## src/design/lea_pkg.sv

```systemverilog
package lea_pkg;

   // Largest rho exponent that the power loop runs to.
   localparam int MAX_EXPONENT = 8;
   localparam int EXP_W        = $clog2(MAX_EXPONENT + 1);

   // Field widths of the transactions and registers.
   localparam int ENERGY_W = 32;
   localparam int ADV_W    = 24;
   localparam int DT_W     = 16;
   localparam int FRAC_W   = 17;
   localparam int GAIN_W   = 24;
   localparam int CFG_EXP_W = 4;

   // Bus widths.
   localparam int REQ_DATA_W = 64;
   localparam int RSP_DATA_W = 72;
   localparam int CSR_ADDR_W = 5;
   localparam int CSR_DATA_W = 32;

   // Shared multiplier: unsigned A operand times signed B operand.
   localparam int DRIVE_W = 26;
   localparam int OPA_W   = 32;
   localparam int OPB_W   = 26;
   localparam int PROD_W  = OPA_W + 1 + OPB_W;
   localparam int ACC_W   = 52;
   localparam int THR_W   = 57;

   localparam logic [FRAC_W-1:0] ONE_Q16 = 17'h10000;

   typedef enum logic [3:0] {
      ST_IDLE,
      ST_REV_DECAY,
      ST_REV_GAIN,
      ST_REV_SUM,
      ST_FWD_GAIN,
      ST_FWD_SUM,
      ST_POW_CHECK,
      ST_POW_TAKE,
      ST_GAIN_MUL,
      ST_GAIN_TAKE,
      ST_THR_MUL,
      ST_FINISH
   } state_type;

   typedef enum logic [2:0] {
      OP_REV_DECAY,
      OP_REV_GAIN,
      OP_FWD_DECAY,
      OP_FWD_GAIN,
      OP_POWER,
      OP_GAIN,
      OP_THRESH
   } op_type;

   typedef enum logic [2:0] {
      REG_DECAY,
      REG_BASE,
      REG_REV_LIMIT,
      REG_FWD_LIMIT,
      REG_FLOOR,
      REG_GAIN,
      REG_EXPONENT
   } reg_index_type;

   // Commands from the sequencer to the datapath.
   typedef struct packed {
      op_type op_sel;
      logic   idle;
      logic   take_item;
      logic   acc_load;
      logic   rev_write;
      logic   fwd_write;
      logic   pow_take;
      logic   term_take;
      logic   rsp_load;
   } ctrl_type;

   // Conditions from the datapath to the sequencer.
   typedef struct packed {
      logic item_valid;
      logic item_error;
      logic pow_more;
      logic out_free;
   } status_type;

endpackage

```

## src/design/lea_mul.sv

```systemverilog
module lea_mul (
   input  logic                               clock,
   input  logic        [lea_pkg::OPA_W-1:0]   op_a,
   input  logic signed [lea_pkg::OPB_W-1:0]   op_b,
   output logic signed [lea_pkg::PROD_W-1:0]  prod_ff
);

   logic signed [lea_pkg::PROD_W-1:0] prod_in;

   // Unsigned A is widened by a zero sign bit so the product is a signed one.
   assign prod_in = $signed({1'b0, op_a}) * op_b;

   // The product is registered before anything uses it.
   always_ff @(posedge clock) begin
      prod_ff <= prod_in;
   end

endmodule

```

## src/design/lea_ctrl.sv

```systemverilog
module lea_ctrl (
   input  logic                 clock,
   input  logic                 reset,
   input  lea_pkg::status_type  status,
   output lea_pkg::ctrl_type    ctrl
);

   lea_pkg::state_type state_ff;
   lea_pkg::state_type state_in;

   // Next state.
   always_comb begin
      state_in = state_ff;
      case (state_ff)
         lea_pkg::ST_IDLE: begin
            if (status.item_valid) begin
               state_in = status.item_error ? lea_pkg::ST_POW_CHECK : lea_pkg::ST_REV_DECAY;
            end
         end
         lea_pkg::ST_REV_DECAY: state_in = lea_pkg::ST_REV_GAIN;
         lea_pkg::ST_REV_GAIN:  state_in = lea_pkg::ST_REV_SUM;
         lea_pkg::ST_REV_SUM:   state_in = lea_pkg::ST_FWD_GAIN;
         lea_pkg::ST_FWD_GAIN:  state_in = lea_pkg::ST_FWD_SUM;
         lea_pkg::ST_FWD_SUM:   state_in = lea_pkg::ST_POW_CHECK;
         lea_pkg::ST_POW_CHECK: begin
            state_in = status.pow_more ? lea_pkg::ST_POW_TAKE : lea_pkg::ST_GAIN_MUL;
         end
         lea_pkg::ST_POW_TAKE:  state_in = lea_pkg::ST_POW_CHECK;
         lea_pkg::ST_GAIN_MUL:  state_in = lea_pkg::ST_GAIN_TAKE;
         lea_pkg::ST_GAIN_TAKE: state_in = lea_pkg::ST_THR_MUL;
         lea_pkg::ST_THR_MUL:   state_in = lea_pkg::ST_FINISH;
         lea_pkg::ST_FINISH: begin
            if (status.out_free) begin
               state_in = lea_pkg::ST_IDLE;
            end
         end
         default: state_in = lea_pkg::ST_IDLE;
      endcase
   end

   // Commands. A multiply issued in one state is consumed in the next one.
   always_comb begin
      ctrl        = '0;
      ctrl.op_sel = lea_pkg::OP_REV_DECAY;
      case (state_ff)
         lea_pkg::ST_IDLE: begin
            ctrl.idle      = 1'b1;
            ctrl.take_item = status.item_valid;
         end
         lea_pkg::ST_REV_DECAY: ctrl.op_sel = lea_pkg::OP_REV_DECAY;
         lea_pkg::ST_REV_GAIN: begin
            ctrl.acc_load = 1'b1;
            ctrl.op_sel   = lea_pkg::OP_REV_GAIN;
         end
         lea_pkg::ST_REV_SUM: begin
            ctrl.rev_write = 1'b1;
            ctrl.op_sel    = lea_pkg::OP_FWD_DECAY;
         end
         lea_pkg::ST_FWD_GAIN: begin
            ctrl.acc_load = 1'b1;
            ctrl.op_sel   = lea_pkg::OP_FWD_GAIN;
         end
         lea_pkg::ST_FWD_SUM:   ctrl.fwd_write = 1'b1;
         lea_pkg::ST_POW_CHECK: ctrl.op_sel = lea_pkg::OP_POWER;
         lea_pkg::ST_POW_TAKE:  ctrl.pow_take = 1'b1;
         lea_pkg::ST_GAIN_MUL:  ctrl.op_sel = lea_pkg::OP_GAIN;
         lea_pkg::ST_GAIN_TAKE: ctrl.term_take = 1'b1;
         lea_pkg::ST_THR_MUL:   ctrl.op_sel = lea_pkg::OP_THRESH;
         lea_pkg::ST_FINISH: begin
            // Keep the threshold product in place while the output is busy.
            ctrl.op_sel   = lea_pkg::OP_THRESH;
            ctrl.rsp_load = status.out_free;
         end
         default: ctrl.op_sel = lea_pkg::OP_REV_DECAY;
      endcase
   end

   always_ff @(posedge clock) begin
      if (reset) begin
         state_ff <= lea_pkg::ST_IDLE;
      end else begin
         state_ff <= state_in;
      end
   end

   // An accepted transaction always leaves the idle state.
   a_take_leaves_idle: assert property (@(posedge clock) disable iff (reset)
      ctrl.take_item |=> state_ff != lea_pkg::ST_IDLE)
      else $error("sequencer stayed idle after taking a transaction");

   // At most one datapath register is loaded per cycle.
   a_one_load: assert property (@(posedge clock) disable iff (reset)
      $onehot0({ctrl.acc_load, ctrl.rev_write, ctrl.fwd_write,
                ctrl.pow_take, ctrl.term_take, ctrl.rsp_load}))
      else $error("more than one datapath load in one cycle");

   // A finished result waits while the output register is occupied.
   a_finish_waits: assert property (@(posedge clock) disable iff (reset)
      (state_ff == lea_pkg::ST_FINISH && !status.out_free) |=> state_ff == lea_pkg::ST_FINISH)
      else $error("finished result left before the output was free");

endmodule

```

## src/design/leaky_evidence_accumulator.sv

```systemverilog
// Channel   Direction  Contents
// req_*     in         advantage, time_step, shaping
// rsp_*     out        reverse_evidence, forward_evidence, ready_res, error
// csr_*     in/out     seven configuration registers at byte address 4*i
//
// An accepted transaction steps through reverse decay, reverse gain, reverse
// sum, forward gain and forward sum, then the rho power loop (a check and a
// take state per extra power), the gain and threshold multiplies, and lands
// in the output register (a zero time step skips the evidence updates); every
// step passes through the one shared multiplier. The sequencer returns to idle before it accepts the next one.
// req_tready is high only while the sequencer is idle; a finished result
// waits in its final state while the output register still holds one.
// Reset is synchronous; it clears both evidence stores and sets the configuration registers to their defaults.
module leaky_evidence_accumulator (
   input  logic                               clock,
   input  logic                               reset,
   input  logic                               req_tvalid,
   output logic                               req_tready,
   // [23:0] advantage, [39:24] time_step, [56:40] shaping, rest zero
   input  logic [lea_pkg::REQ_DATA_W-1:0]     req_tdata,
   output logic                               rsp_tvalid,
   input  logic                               rsp_tready,
   // [31:0] reverse_evidence, [63:32] forward_evidence, [64] ready_res,
   // [65] error, rest zero
   output logic [lea_pkg::RSP_DATA_W-1:0]     rsp_tdata,
   input  logic                               csr_psel,
   input  logic                               csr_penable,
   input  logic                               csr_pwrite,
   input  logic [lea_pkg::CSR_ADDR_W-1:0]     csr_paddr,
   input  logic [lea_pkg::CSR_DATA_W-1:0]     csr_pwdata,
   output logic [lea_pkg::CSR_DATA_W-1:0]     csr_prdata,
   output logic                               csr_pready
);

   localparam int AW = lea_pkg::CSR_ADDR_W;

   lea_pkg::ctrl_type   ctrl;
   lea_pkg::status_type status;

   // Configuration registers.
   logic [lea_pkg::FRAC_W-1:0]    decay_ff, decay_in;
   logic [lea_pkg::ENERGY_W-1:0]  base_ff, base_in;
   logic [lea_pkg::ENERGY_W-1:0]  rlimit_ff, rlimit_in;
   logic [lea_pkg::ENERGY_W-1:0]  flimit_ff, flimit_in;
   logic [lea_pkg::ADV_W-1:0]     floor_ff, floor_in;
   logic [lea_pkg::GAIN_W-1:0]    gain_ff, gain_in;
   logic [lea_pkg::CFG_EXP_W-1:0] exp_ff, exp_in;

   // Evidence stores and per-transaction working registers.
   logic [lea_pkg::ENERGY_W-1:0]       rev_ff, rev_in;
   logic [lea_pkg::ENERGY_W-1:0]       fwd_ff, fwd_in;
   logic signed [lea_pkg::DRIVE_W-1:0] drive_rev_ff, drive_rev_in;
   logic signed [lea_pkg::DRIVE_W-1:0] drive_fwd_ff, drive_fwd_in;
   logic [lea_pkg::DT_W-1:0]           dt_ff, dt_in;
   logic                               err_ff, err_in;
   logic [lea_pkg::FRAC_W-1:0]         rho_ff, rho_in;
   logic [lea_pkg::FRAC_W-1:0]         r_ff, r_in;
   logic [lea_pkg::EXP_W-1:0]          cnt_ff, cnt_in;
   logic [lea_pkg::GAIN_W-1:0]         term_ff, term_in;
   logic signed [lea_pkg::ACC_W-1:0]   acc_ff, acc_in;
   logic                               rsp_valid_ff, rsp_valid_in;
   logic [lea_pkg::RSP_DATA_W-1:0]     rsp_data_ff, rsp_data_in;

   // Combinational helpers.
   logic                               csr_write;
   lea_pkg::reg_index_type             csr_index;
   logic [lea_pkg::FRAC_W-1:0]         lam;
   logic [lea_pkg::CFG_EXP_W:0]        exp_wide;
   logic [lea_pkg::EXP_W-1:0]          p_sat;
   logic signed [lea_pkg::ADV_W-1:0]   adv;
   logic signed [lea_pkg::DRIVE_W-1:0] adv_ext;
   logic signed [lea_pkg::DRIVE_W-1:0] floor_ext;
   logic [lea_pkg::DT_W-1:0]           req_dt;
   logic [lea_pkg::FRAC_W-1:0]         req_rho;
   logic [lea_pkg::FRAC_W-1:0]         rho_sat;
   logic [lea_pkg::OPA_W-1:0]          op_a;
   logic signed [lea_pkg::OPB_W-1:0]   op_b;
   logic [lea_pkg::GAIN_W:0]           thr_factor;
   logic signed [lea_pkg::PROD_W-1:0]  prod_ff;
   logic signed [lea_pkg::ACC_W-1:0]   gain_shift;
   logic signed [lea_pkg::ACC_W-1:0]   sum;
   logic [lea_pkg::ACC_W-17:0]         sum_q;
   logic [lea_pkg::ENERGY_W-1:0]       limit_sel;
   logic [lea_pkg::ENERGY_W-1:0]       upd;
   logic                               ready_bit;

   lea_ctrl u_ctrl (
      .clock  (clock),
      .reset  (reset),
      .status (status),
      .ctrl   (ctrl)
   );

   lea_mul u_mul (
      .clock   (clock),
      .op_a    (op_a),
      .op_b    (op_b),
      .prod_ff (prod_ff)
   );

   // Configuration port.
   assign csr_pready = 1'b1;
   assign csr_write  = csr_psel & csr_penable & csr_pwrite & csr_pready;
   assign csr_index  = lea_pkg::reg_index_type'(csr_paddr[AW-1:2]);

   always_comb begin
      decay_in  = decay_ff;
      base_in   = base_ff;
      rlimit_in = rlimit_ff;
      flimit_in = flimit_ff;
      floor_in  = floor_ff;
      gain_in   = gain_ff;
      exp_in    = exp_ff;
      if (csr_write) begin
         case (csr_index)
            lea_pkg::REG_DECAY:     decay_in  = csr_pwdata[lea_pkg::FRAC_W-1:0];
            lea_pkg::REG_BASE:      base_in   = csr_pwdata[lea_pkg::ENERGY_W-1:0];
            lea_pkg::REG_REV_LIMIT: rlimit_in = csr_pwdata[lea_pkg::ENERGY_W-1:0];
            lea_pkg::REG_FWD_LIMIT: flimit_in = csr_pwdata[lea_pkg::ENERGY_W-1:0];
            lea_pkg::REG_FLOOR:     floor_in  = csr_pwdata[lea_pkg::ADV_W-1:0];
            lea_pkg::REG_GAIN:      gain_in   = csr_pwdata[lea_pkg::GAIN_W-1:0];
            lea_pkg::REG_EXPONENT:  exp_in    = csr_pwdata[lea_pkg::CFG_EXP_W-1:0];
            default: ;
         endcase
      end
   end

   always_comb begin
      case (csr_index)
         lea_pkg::REG_DECAY:     csr_prdata = lea_pkg::CSR_DATA_W'(decay_ff);
         lea_pkg::REG_BASE:      csr_prdata = base_ff;
         lea_pkg::REG_REV_LIMIT: csr_prdata = rlimit_ff;
         lea_pkg::REG_FWD_LIMIT: csr_prdata = flimit_ff;
         lea_pkg::REG_FLOOR:     csr_prdata = lea_pkg::CSR_DATA_W'(floor_ff);
         lea_pkg::REG_GAIN:      csr_prdata = lea_pkg::CSR_DATA_W'(gain_ff);
         lea_pkg::REG_EXPONENT:  csr_prdata = lea_pkg::CSR_DATA_W'(exp_ff);
         default:                csr_prdata = '0;
      endcase
   end

   // Saturated decay factor and rho exponent.
   always_comb begin
      lam      = (decay_ff > lea_pkg::ONE_Q16) ? lea_pkg::ONE_Q16 : decay_ff;
      exp_wide = {1'b0, exp_ff};
      if (exp_wide == '0) begin
         p_sat = lea_pkg::EXP_W'(1);
      end else if (exp_wide > (lea_pkg::CFG_EXP_W + 1)'(lea_pkg::MAX_EXPONENT)) begin
         p_sat = lea_pkg::EXP_W'(lea_pkg::MAX_EXPONENT);
      end else begin
         p_sat = lea_pkg::EXP_W'(exp_wide);
      end
   end

   // Unpack the incoming transaction and form both drives.
   always_comb begin
      adv          = $signed(req_tdata[lea_pkg::ADV_W-1:0]);
      req_dt       = req_tdata[lea_pkg::ADV_W +: lea_pkg::DT_W];
      req_rho      = req_tdata[lea_pkg::ADV_W + lea_pkg::DT_W +: lea_pkg::FRAC_W];
      rho_sat      = (req_rho > lea_pkg::ONE_Q16) ? lea_pkg::ONE_Q16 : req_rho;
      adv_ext      = {{(lea_pkg::DRIVE_W - lea_pkg::ADV_W){adv[lea_pkg::ADV_W-1]}}, adv};
      floor_ext    = $signed({{(lea_pkg::DRIVE_W - lea_pkg::ADV_W){1'b0}}, floor_ff});
      drive_rev_in = ctrl.take_item ? (adv_ext - floor_ext) : drive_rev_ff;
      drive_fwd_in = ctrl.take_item ? (-adv_ext - floor_ext) : drive_fwd_ff;
      dt_in        = ctrl.take_item ? req_dt : dt_ff;
      err_in       = ctrl.take_item ? (req_dt == '0) : err_ff;
      rho_in       = ctrl.take_item ? rho_sat : rho_ff;
   end

   // Operand selection for the shared multiplier.
   assign thr_factor = (lea_pkg::GAIN_W + 1)'(lea_pkg::ONE_Q16) + {1'b0, term_ff};

   always_comb begin
      case (ctrl.op_sel)
         lea_pkg::OP_REV_DECAY: begin
            op_a = rev_ff;
            op_b = $signed(lea_pkg::OPB_W'(lam));
         end
         lea_pkg::OP_REV_GAIN: begin
            op_a = lea_pkg::OPA_W'(dt_ff);
            op_b = drive_rev_ff;
         end
         lea_pkg::OP_FWD_DECAY: begin
            op_a = fwd_ff;
            op_b = $signed(lea_pkg::OPB_W'(lam));
         end
         lea_pkg::OP_FWD_GAIN: begin
            op_a = lea_pkg::OPA_W'(dt_ff);
            op_b = drive_fwd_ff;
         end
         lea_pkg::OP_POWER: begin
            op_a = lea_pkg::OPA_W'(r_ff);
            op_b = $signed(lea_pkg::OPB_W'(rho_ff));
         end
         lea_pkg::OP_GAIN: begin
            op_a = lea_pkg::OPA_W'(gain_ff);
            op_b = $signed(lea_pkg::OPB_W'(r_ff));
         end
         lea_pkg::OP_THRESH: begin
            op_a = base_ff;
            op_b = $signed(lea_pkg::OPB_W'(thr_factor));
         end
         default: begin
            op_a = '0;
            op_b = '0;
         end
      endcase
   end

   // Leak plus gain: the gain product is scaled by 256 to reach 2^-32 units,
   // then the sum is floored at zero, truncated to Q16.16 and clamped.
   always_comb begin
      gain_shift = $signed({prod_ff[lea_pkg::ACC_W-9:0], 8'b0});
      sum        = acc_ff + gain_shift;
      sum_q      = sum[lea_pkg::ACC_W-1:16];
      limit_sel  = ctrl.rev_write ? rlimit_ff : flimit_ff;
      if (sum[lea_pkg::ACC_W-1] || sum == '0) begin
         upd = '0;
      end else if (sum_q > (lea_pkg::ACC_W - 16)'(limit_sel)) begin
         upd = limit_sel;
      end else begin
         upd = sum_q[lea_pkg::ENERGY_W-1:0];
      end
   end

   // Working register updates.
   always_comb begin
      acc_in = ctrl.acc_load ? prod_ff[lea_pkg::ACC_W-1:0] : acc_ff;
      rev_in = ctrl.rev_write ? upd : rev_ff;
      fwd_in = ctrl.fwd_write ? upd : fwd_ff;
      if (ctrl.take_item) begin
         r_in   = rho_sat;
         cnt_in = lea_pkg::EXP_W'(1);
      end else if (ctrl.pow_take) begin
         r_in   = prod_ff[16 +: lea_pkg::FRAC_W];
         cnt_in = cnt_ff + lea_pkg::EXP_W'(1);
      end else begin
         r_in   = r_ff;
         cnt_in = cnt_ff;
      end
      term_in = ctrl.term_take ? prod_ff[16 +: lea_pkg::GAIN_W] : term_ff;
   end

   // Threshold test against E0 * (1 + k * rho^p), exact in 57 bits.
   assign ready_bit = {9'b0, rev_ff, 16'b0} >= $unsigned(prod_ff[lea_pkg::THR_W-1:0]);

   // Output register.
   always_comb begin
      rsp_data_in  = rsp_data_ff;
      rsp_valid_in = rsp_valid_ff & ~rsp_tready;
      if (ctrl.rsp_load) begin
         rsp_data_in  = {6'b0, err_ff, ready_bit, fwd_ff, rev_ff};
         rsp_valid_in = 1'b1;
      end
   end

   assign status.item_valid = req_tvalid;
   assign status.item_error = (req_dt == '0);
   assign status.pow_more   = (cnt_ff < p_sat);
   assign status.out_free   = ~rsp_valid_ff | rsp_tready;

   assign req_tready = ctrl.idle;
   assign rsp_tvalid = rsp_valid_ff;
   assign rsp_tdata  = rsp_data_ff;

   // Control state and stores.
   always_ff @(posedge clock) begin
      if (reset) begin
         decay_ff     <= lea_pkg::ONE_Q16;
         base_ff      <= lea_pkg::ENERGY_W'(lea_pkg::ONE_Q16);
         rlimit_ff    <= '1;
         flimit_ff    <= '1;
         floor_ff     <= '0;
         gain_ff      <= '0;
         exp_ff       <= lea_pkg::CFG_EXP_W'(1);
         rev_ff       <= '0;
         fwd_ff       <= '0;
         r_ff         <= '0;
         cnt_ff       <= lea_pkg::EXP_W'(1);
         err_ff       <= 1'b0;
         rsp_valid_ff <= 1'b0;
      end else begin
         decay_ff     <= decay_in;
         base_ff      <= base_in;
         rlimit_ff    <= rlimit_in;
         flimit_ff    <= flimit_in;
         floor_ff     <= floor_in;
         gain_ff      <= gain_in;
         exp_ff       <= exp_in;
         rev_ff       <= rev_in;
         fwd_ff       <= fwd_in;
         r_ff         <= r_in;
         cnt_ff       <= cnt_in;
         err_ff       <= err_in;
         rsp_valid_ff <= rsp_valid_in;
      end
   end

   // Payload registers.
   always_ff @(posedge clock) begin
      drive_rev_ff <= drive_rev_in;
      drive_fwd_ff <= drive_fwd_in;
      dt_ff        <= dt_in;
      rho_ff       <= rho_in;
      term_ff      <= term_in;
      acc_ff       <= acc_in;
      rsp_data_ff  <= rsp_data_in;
   end

   // A zero time step never touches the evidence stores.
   a_error_keeps_state: assert property (@(posedge clock) disable iff (reset)
      (ctrl.rev_write || ctrl.fwd_write) |-> !err_ff)
      else $error("evidence store written for a zero time step");

   // The power loop never runs past the saturated exponent.
   a_power_bound: assert property (@(posedge clock) disable iff (reset)
      ctrl.pow_take |-> (cnt_ff < p_sat))
      else $error("rho power loop ran past the exponent");

   // Powers of rho stay within one.
   a_power_range: assert property (@(posedge clock) disable iff (reset)
      r_ff <= lea_pkg::ONE_Q16)
      else $error("rho power exceeded one");

   // A loaded result is presented the next cycle.
   a_result_shown: assert property (@(posedge clock) disable iff (reset)
      ctrl.rsp_load |=> rsp_valid_ff && (rsp_data_ff[65] == $past(err_ff)))
      else $error("loaded result not presented");

endmodule
```

## config.mk

```make
export PLATFORM = sky130hd
export DESIGN_NAME = leaky_evidence_accumulator
export DESIGN_NICKNAME = d
export VERILOG_FILES = /design/src/design/lea_pkg.sv /design/src/design/lea_mul.sv /design/src/design/lea_ctrl.sv /design/src/design/leaky_evidence_accumulator.sv
export SDC_FILE = /design/constraint.sdc
export NUM_CORES = 2
export LEC_CHECK = 0
export BUFFER_PORTS_ARGS = -buffer_cell sky130_fd_sc_hd__buf_2
export CAP_MARGIN = 20
export CELL_PAD_IN_SITES_DETAIL_PLACEMENT = 2
export CELL_PAD_IN_SITES_GLOBAL_PLACEMENT = 2
export CORE_MARGIN = 1.5
export CORE_UTILIZATION = 45
export CTS_BUF_LIST = sky130_fd_sc_hd__clkbuf_4
export CTS_CLUSTER_DIAMETER = 60
export DETAILED_ROUTE_END_ITERATION = 10
export PLACE_DENSITY = 0.93
export SETUP_SLACK_MARGIN = 0.15
export SLEW_MARGIN = 10
export SYNTH_ARGS = -nofsm -noshare
export SYNTH_HDL_FRONTEND = slang
export SYNTH_SLANG_ARGS = --single-unit
```

## constraint.sdc

```tcl
create_clock -name clock -period 26 [get_ports clock]
set_clock_uncertainty 0.2 [all_clocks]
set_input_delay 7.8 -clock clock [delete_from_list [all_inputs] [get_ports clock]]
set_output_delay 7.8 -clock clock [all_outputs]
set_load 0.03 [all_outputs]
```

==> summary.txt, run 1 <==
Status
  • Outcome: did not finish
  • Failing step: global routing (5_1_grt)
  • Tool error message: [ERROR GRT-0228] Horizontal edge usage exceeds the maximum allowed. (40, 34) usage=65535 limit=3200

Synth
  • Seq/Total Area, Yosys: 23.8%
  • Number of synthesis warnings: 0
  • Cell variety after synth: 94
  • Synthesized instance count: 6034
  • FF+latch count, synth: 539
  • Main synth FF type: dfxtp_1
  • Mux share of post-synthesis cell area: about 2.3%
  • Post-synthesis simple-gate area fraction: 15.0%
  • Number of synthesized flops with an enable pin: 226
  • Adder-Cell Fraction of Synth Area: 35.6%
  • Mean Syn Cell Area: 9.07 µm²
  • Synth Cell Area: 54700 µm²
  • Post-synth ARST share: 0%
  • Xor/xnor share of the synthesized area: about 2%
  • Compound-cell area share of the yosys netlist: between 10 and 15%
  • Main combinational cell family by area after synthesis: adder cells

Floorplanning
  • Starting Density: 45.5%
  • Chip height: 352 µm
  • # rows: 127
  • # IOs: roughly 220
  • Die W: 352 µm

Placed design
  • Routability Congestion: 1.02
  • IO Port Bufs: 198
  • Post-DP HPWL: around 230000 µm
  • DP Worst Slack: about 7.6 ns

CTS
  • CTS H-tree depth: 4
  • Number of clock sinks: about 540
  • Max Buffers Root-to-Sink: 3
  • Hold_buf cts: 0
  • Post-cts gate resize count: 0
  • Post-CTS setup buffers: 0
  • Clock buffer count from CTS: 154
  • Root buf cell: clkbuf_4

GRT
  • Largest net degree at the start of global routing: 93
[per-stage QoR]
step                      cell area, µm²  hold WS (ns)  cells
after floorplan                    54800         0.208   6039
after global placement             57500         0.213   7668
after detailed placement           57600         0.230   7671
after CTS                          59600         0.258   7949
[kinds of logic after synthesis]
group,after synthesis
other,2
AO/OA/AOI/OAI,959
multiplexers,114
flip-flops,539
XOR/XNOR,125
adder cells (fa/ha/maj),1125
AND/OR/NAND/NOR,1882
buffers and inverters,1288
[cells in the mapped netlist, types with 73 or more instances]
cell	instances	area [µm²]
o21ai_0	76	380
a21oi_1	285	1430
dfxtp_1	313	6270
xnor2_1	80	701
a211o_1	73	639
ha_1	404	5050
clkbuf_1	260	976
mux2i_1	87	871
nor2b_1	112	701
a22oi_1	96	721
nor2_1	486	1820
nand2_1	933	3500
inv_1	991	3720
fa_1	721	14400
edfxtp_1	226	6790
==> run 2, diff against run 1 <==
Settings changed: CELL_PAD_IN_SITES_DETAIL_PLACEMENT 2 to unset, CELL_PAD_IN_SITES_GLOBAL_PLACEMENT 2 to unset, CORE_UTILIZATION 45 to 40, CTS_BUF_LIST sky130_fd_sc_hd__clkbuf_4 to unset, CTS_CLUSTER_DIAMETER 60 to unset, PLACE_DENSITY 0.93 to unset, PLACE_DENSITY_LB_ADDON set to 0.15, SETUP_SLACK_MARGIN 0.15 to unset.
==> summary.txt, run 2 <==
Drt
  • Average wire per standard cell: 25.9 µm
  • DRT Pass-1 Iters: 7
  • WL final: 206000 µm
  • Via count: around 45000
  • DRT iter0 DRCs: 4311
  • Post-route ant nets: 0
  • Post-DR vias/cell: 5.62
  • DRC: 0

Floorplanning
  • Chip height: 373 µm (+6.0%)
  • Die W: 373 µm (+6.0%)
  • # rows: 135 (+6.3%)
  • Core Region: between 100000 and 150000 µm²
  • Starting Density: 40.4% (-5.1 points)
  • Die ar.: 139000 µm²
  • # IOs: 215 (unchanged)

CTS
  • Hold_buf cts: 0 (unchanged)
  • TritonCTS clock tree: built
  • CTS clk-pin slew, worst paths: 0.07 ns
  • Max Buffers Root-to-Sink: 3 (unchanged)
  • CTS H-tree depth: 2 (-2)
  • Root buf cell: clkbuf_16
  • Post-CTS setup buffers: 0 (unchanged)
  • Clk Latency, worst-skew pair: approximately 0.7 ns
  • Post-cts gate resize count: 0 (unchanged)
  • Clock buffer count from CTS: 58 (-62%)
  • Number of clock sinks: 539 (unchanged)

Min path
  • Worst hold start: fwd_ff[28]
  • HP Class: flop to flop
  • Hold path endpoint: rsp_tdata[60]
  • Hold depth: 0

GRT
  • M3 GR Usage: 5.82%
  • GR Layer Usage met1: 41.7%
  • First-pass GRT wire length: ~300000 µm
  • Top Usage Layer GRT: met2
  • Grt met2 use: 44.7%
  • Total GRT Usage: 29.4%
  • Largest net degree at the start of global routing: 91
  • Vias in the first global route: 43940
  • GRT Residual Overflow: 0
  • Antenna violations before repair: 11

Synth
  • Number of synthesized flops with an enable pin: 226 (unchanged)
  • Cell variety after synth: 94 (unchanged)
  • Seq/Total Area, Yosys: 23.8% (unchanged)
  • Post-synth top area share: 26.4% (unchanged)
  • Top post-synthesis cells by count: inv_1, nand2_1, fa_1
  • Number of synthesis warnings: 0 (unchanged)
  • Synth Cell Area: 54700 µm² (unchanged)
  • Main synth FF type: dfxtp_1
  • Mean Syn Cell Area: 9.07 µm² (unchanged)
  • Post-synth ARST share: 0% (unchanged)
  • FF+latch count, synth: 539 (unchanged)
  • Count leader, synth: inv_1
  • Top cells by area, synth: fa_1, edfxtp_1, dfxtp_1, ha_1, inv_1
  • Synthesized instance count: 6034 (unchanged)
  • Area leader, netlist: fa_1

Power
  • Clock power frac: 27.8%
  • Switching part of the total: approximately two fifths
  • Peak supply drop: 61.6 µV
  • P_sw: ~1300 µW
  • Internal Power: approximately 1900 µW
  • Comb power frac: between 30% and 40%
  • Sequential share of power: 32.9%
  • Power per cell area: roughly 54 nW/µm²
  • Pleak: 0.0268 µW

STA
  • Slew margin rel.: 22.9%
  • Crit share post-route: between 60% and 70%
  • Hold Slack: around 0.21 ns
  • Worst-Margin Slew: 1.15 ns
  • RSZ-0062 raised after global routing: false
  • Max Slew Vio Count: 0
  • Min Tclk post-route: 18.07 ns
  • Fmax achieved: around 55 MHz
  • Final hold violations: 0
  • Setup TNS Final: 0 ns
  • # setup viols final: 0

Layout
  • Final Util: 44.2%
  • Largest register FFs: between 60 and 70
  • Commonest non-fill, non-tap cell in the layout: inv_1
  • Commonest non-fill, non-tap cells in the layout: inv_1, nand2_1, fa_1
  • Layout cell share with drive strength beyond 1: around 8.5%
  • Final net count: 7360
  • Synthesis-to-layout area growth: 9.44%

Worst setup path
  • Worst EP arrival: 10.07 ns
  • Worst EP required: roughly 18 ns
  • Crit end category: output port
  • R2R Setup Slk: 13.61 ns
  • Reg2Reg Capture Point: u_mul.prod_ff[56]
  • Crit start category: primary input
  • FF-to-FF Start: u_ctrl.state_ff[0]
  • Worst-path maximum fanout: 40
  • Setup Crit Path Kind: primary input to output port
  • Reg2Reg Depth: 32

Placed design
  • Post-DP HPWL: 163000 µm (-29%)
  • IO Port Bufs: 198 (unchanged)
  • Routability Congestion: 0.975 (-4.5%)

Flow run
  • Max Cap Viol: 0

Status
  • Outcome: finished clean
run 2: area by class of cell:
type / instances / area (µm²)
diodes: 3 / 7.51
clock inverters: 41 / 515
well taps: 1781 / 2230
repair buffers: 325 / 1970
clock buffers: 69 / 1540
inverters: 991 / 3720
fillers: 13429 / 75700
multi-input cells: 4212 / 36900
flip-flops and latches: 539 / 13100
run 2: worst max-delay path by stage:
stage	from	endpoint	cells after the start	slack [ns]
2_1_floorplan	csr_paddr[2]	csr_prdata[11]	5	8.31
3_3_place_gp	csr_paddr[2]	csr_prdata[2]	7	7.97
3_5_place_dp	csr_paddr[2]	csr_prdata[2]	7	7.96
4_1_cts	csr_paddr[2]	csr_prdata[2]	7	7.97
5_1_grt	csr_paddr[2]	csr_prdata[0]	6	7.84
6_report	csr_paddr[2]	csr_prdata[0]	6	7.93
run 2: cell families after synthesis:
family / after synthesis / share of synthesized area (%)
AO/OA/AOI/OAI: 959 / 12.2
XOR/XNOR: 125 / 2.00
adder cells (fa/ha/maj): 1125 / 35.6
buffers and inverters: 1288 / 9.09
flip-flops: 539 / 23.8
multiplexers: 114 / 2.27
other: 2 / 0.0137
AND/OR/NAND/NOR: 1882 / 15.0
run 2: power groups by stage:
stage / combinational (µW) / clock [µW] / sequential, µW
detailed placement: 1250 / 0 / 1080
CTS: 1260 / 909 / 1060
finish: 1270 / 900 / 1070
floorplan: 825 / 0 / 1010
global route: 1380 / 943 / 1070
global placement: 1250 / 0 / 1080
run 2: through the flow:
step | setup slack (ns) | cell area (µm²) | power [µW] | cells
6_report | 7.93 | 59900 | 3240 | 7961
5_1_grt | 7.84 | 59900 | 3390 | 7958
4_1_cts | 7.97 | 59900 | 3230 | 7958
3_5_place_dp | 7.96 | 57800 | 2330 | 7848
3_3_place_gp | 7.97 | 57800 | 2330 | 7847
2_1_floorplan | 8.31 | 54800 | 1840 | 6039
run 2: critical path, cell delays in order:
cell	delay, ns
buf_2	0.29
buf_4	0.40
nor2b_1	0.77
a22oi_1	0.20
o22ai_1	0.32
buf_2	0.27
run 2: routing by layer:
layer | vias up | wire, µm | share of wire (%)
met5 | - | 12 | 0.0058
met4 | 2 | 8160 | 4.0
met3 | 327 | 18200 | 8.8
li1 | 19821 | - | -
met2 | 1785 | 89900 | 44
met1 | 22801 | 90200 | 44
Note: power is estimated with default switching activity, not from simulation.
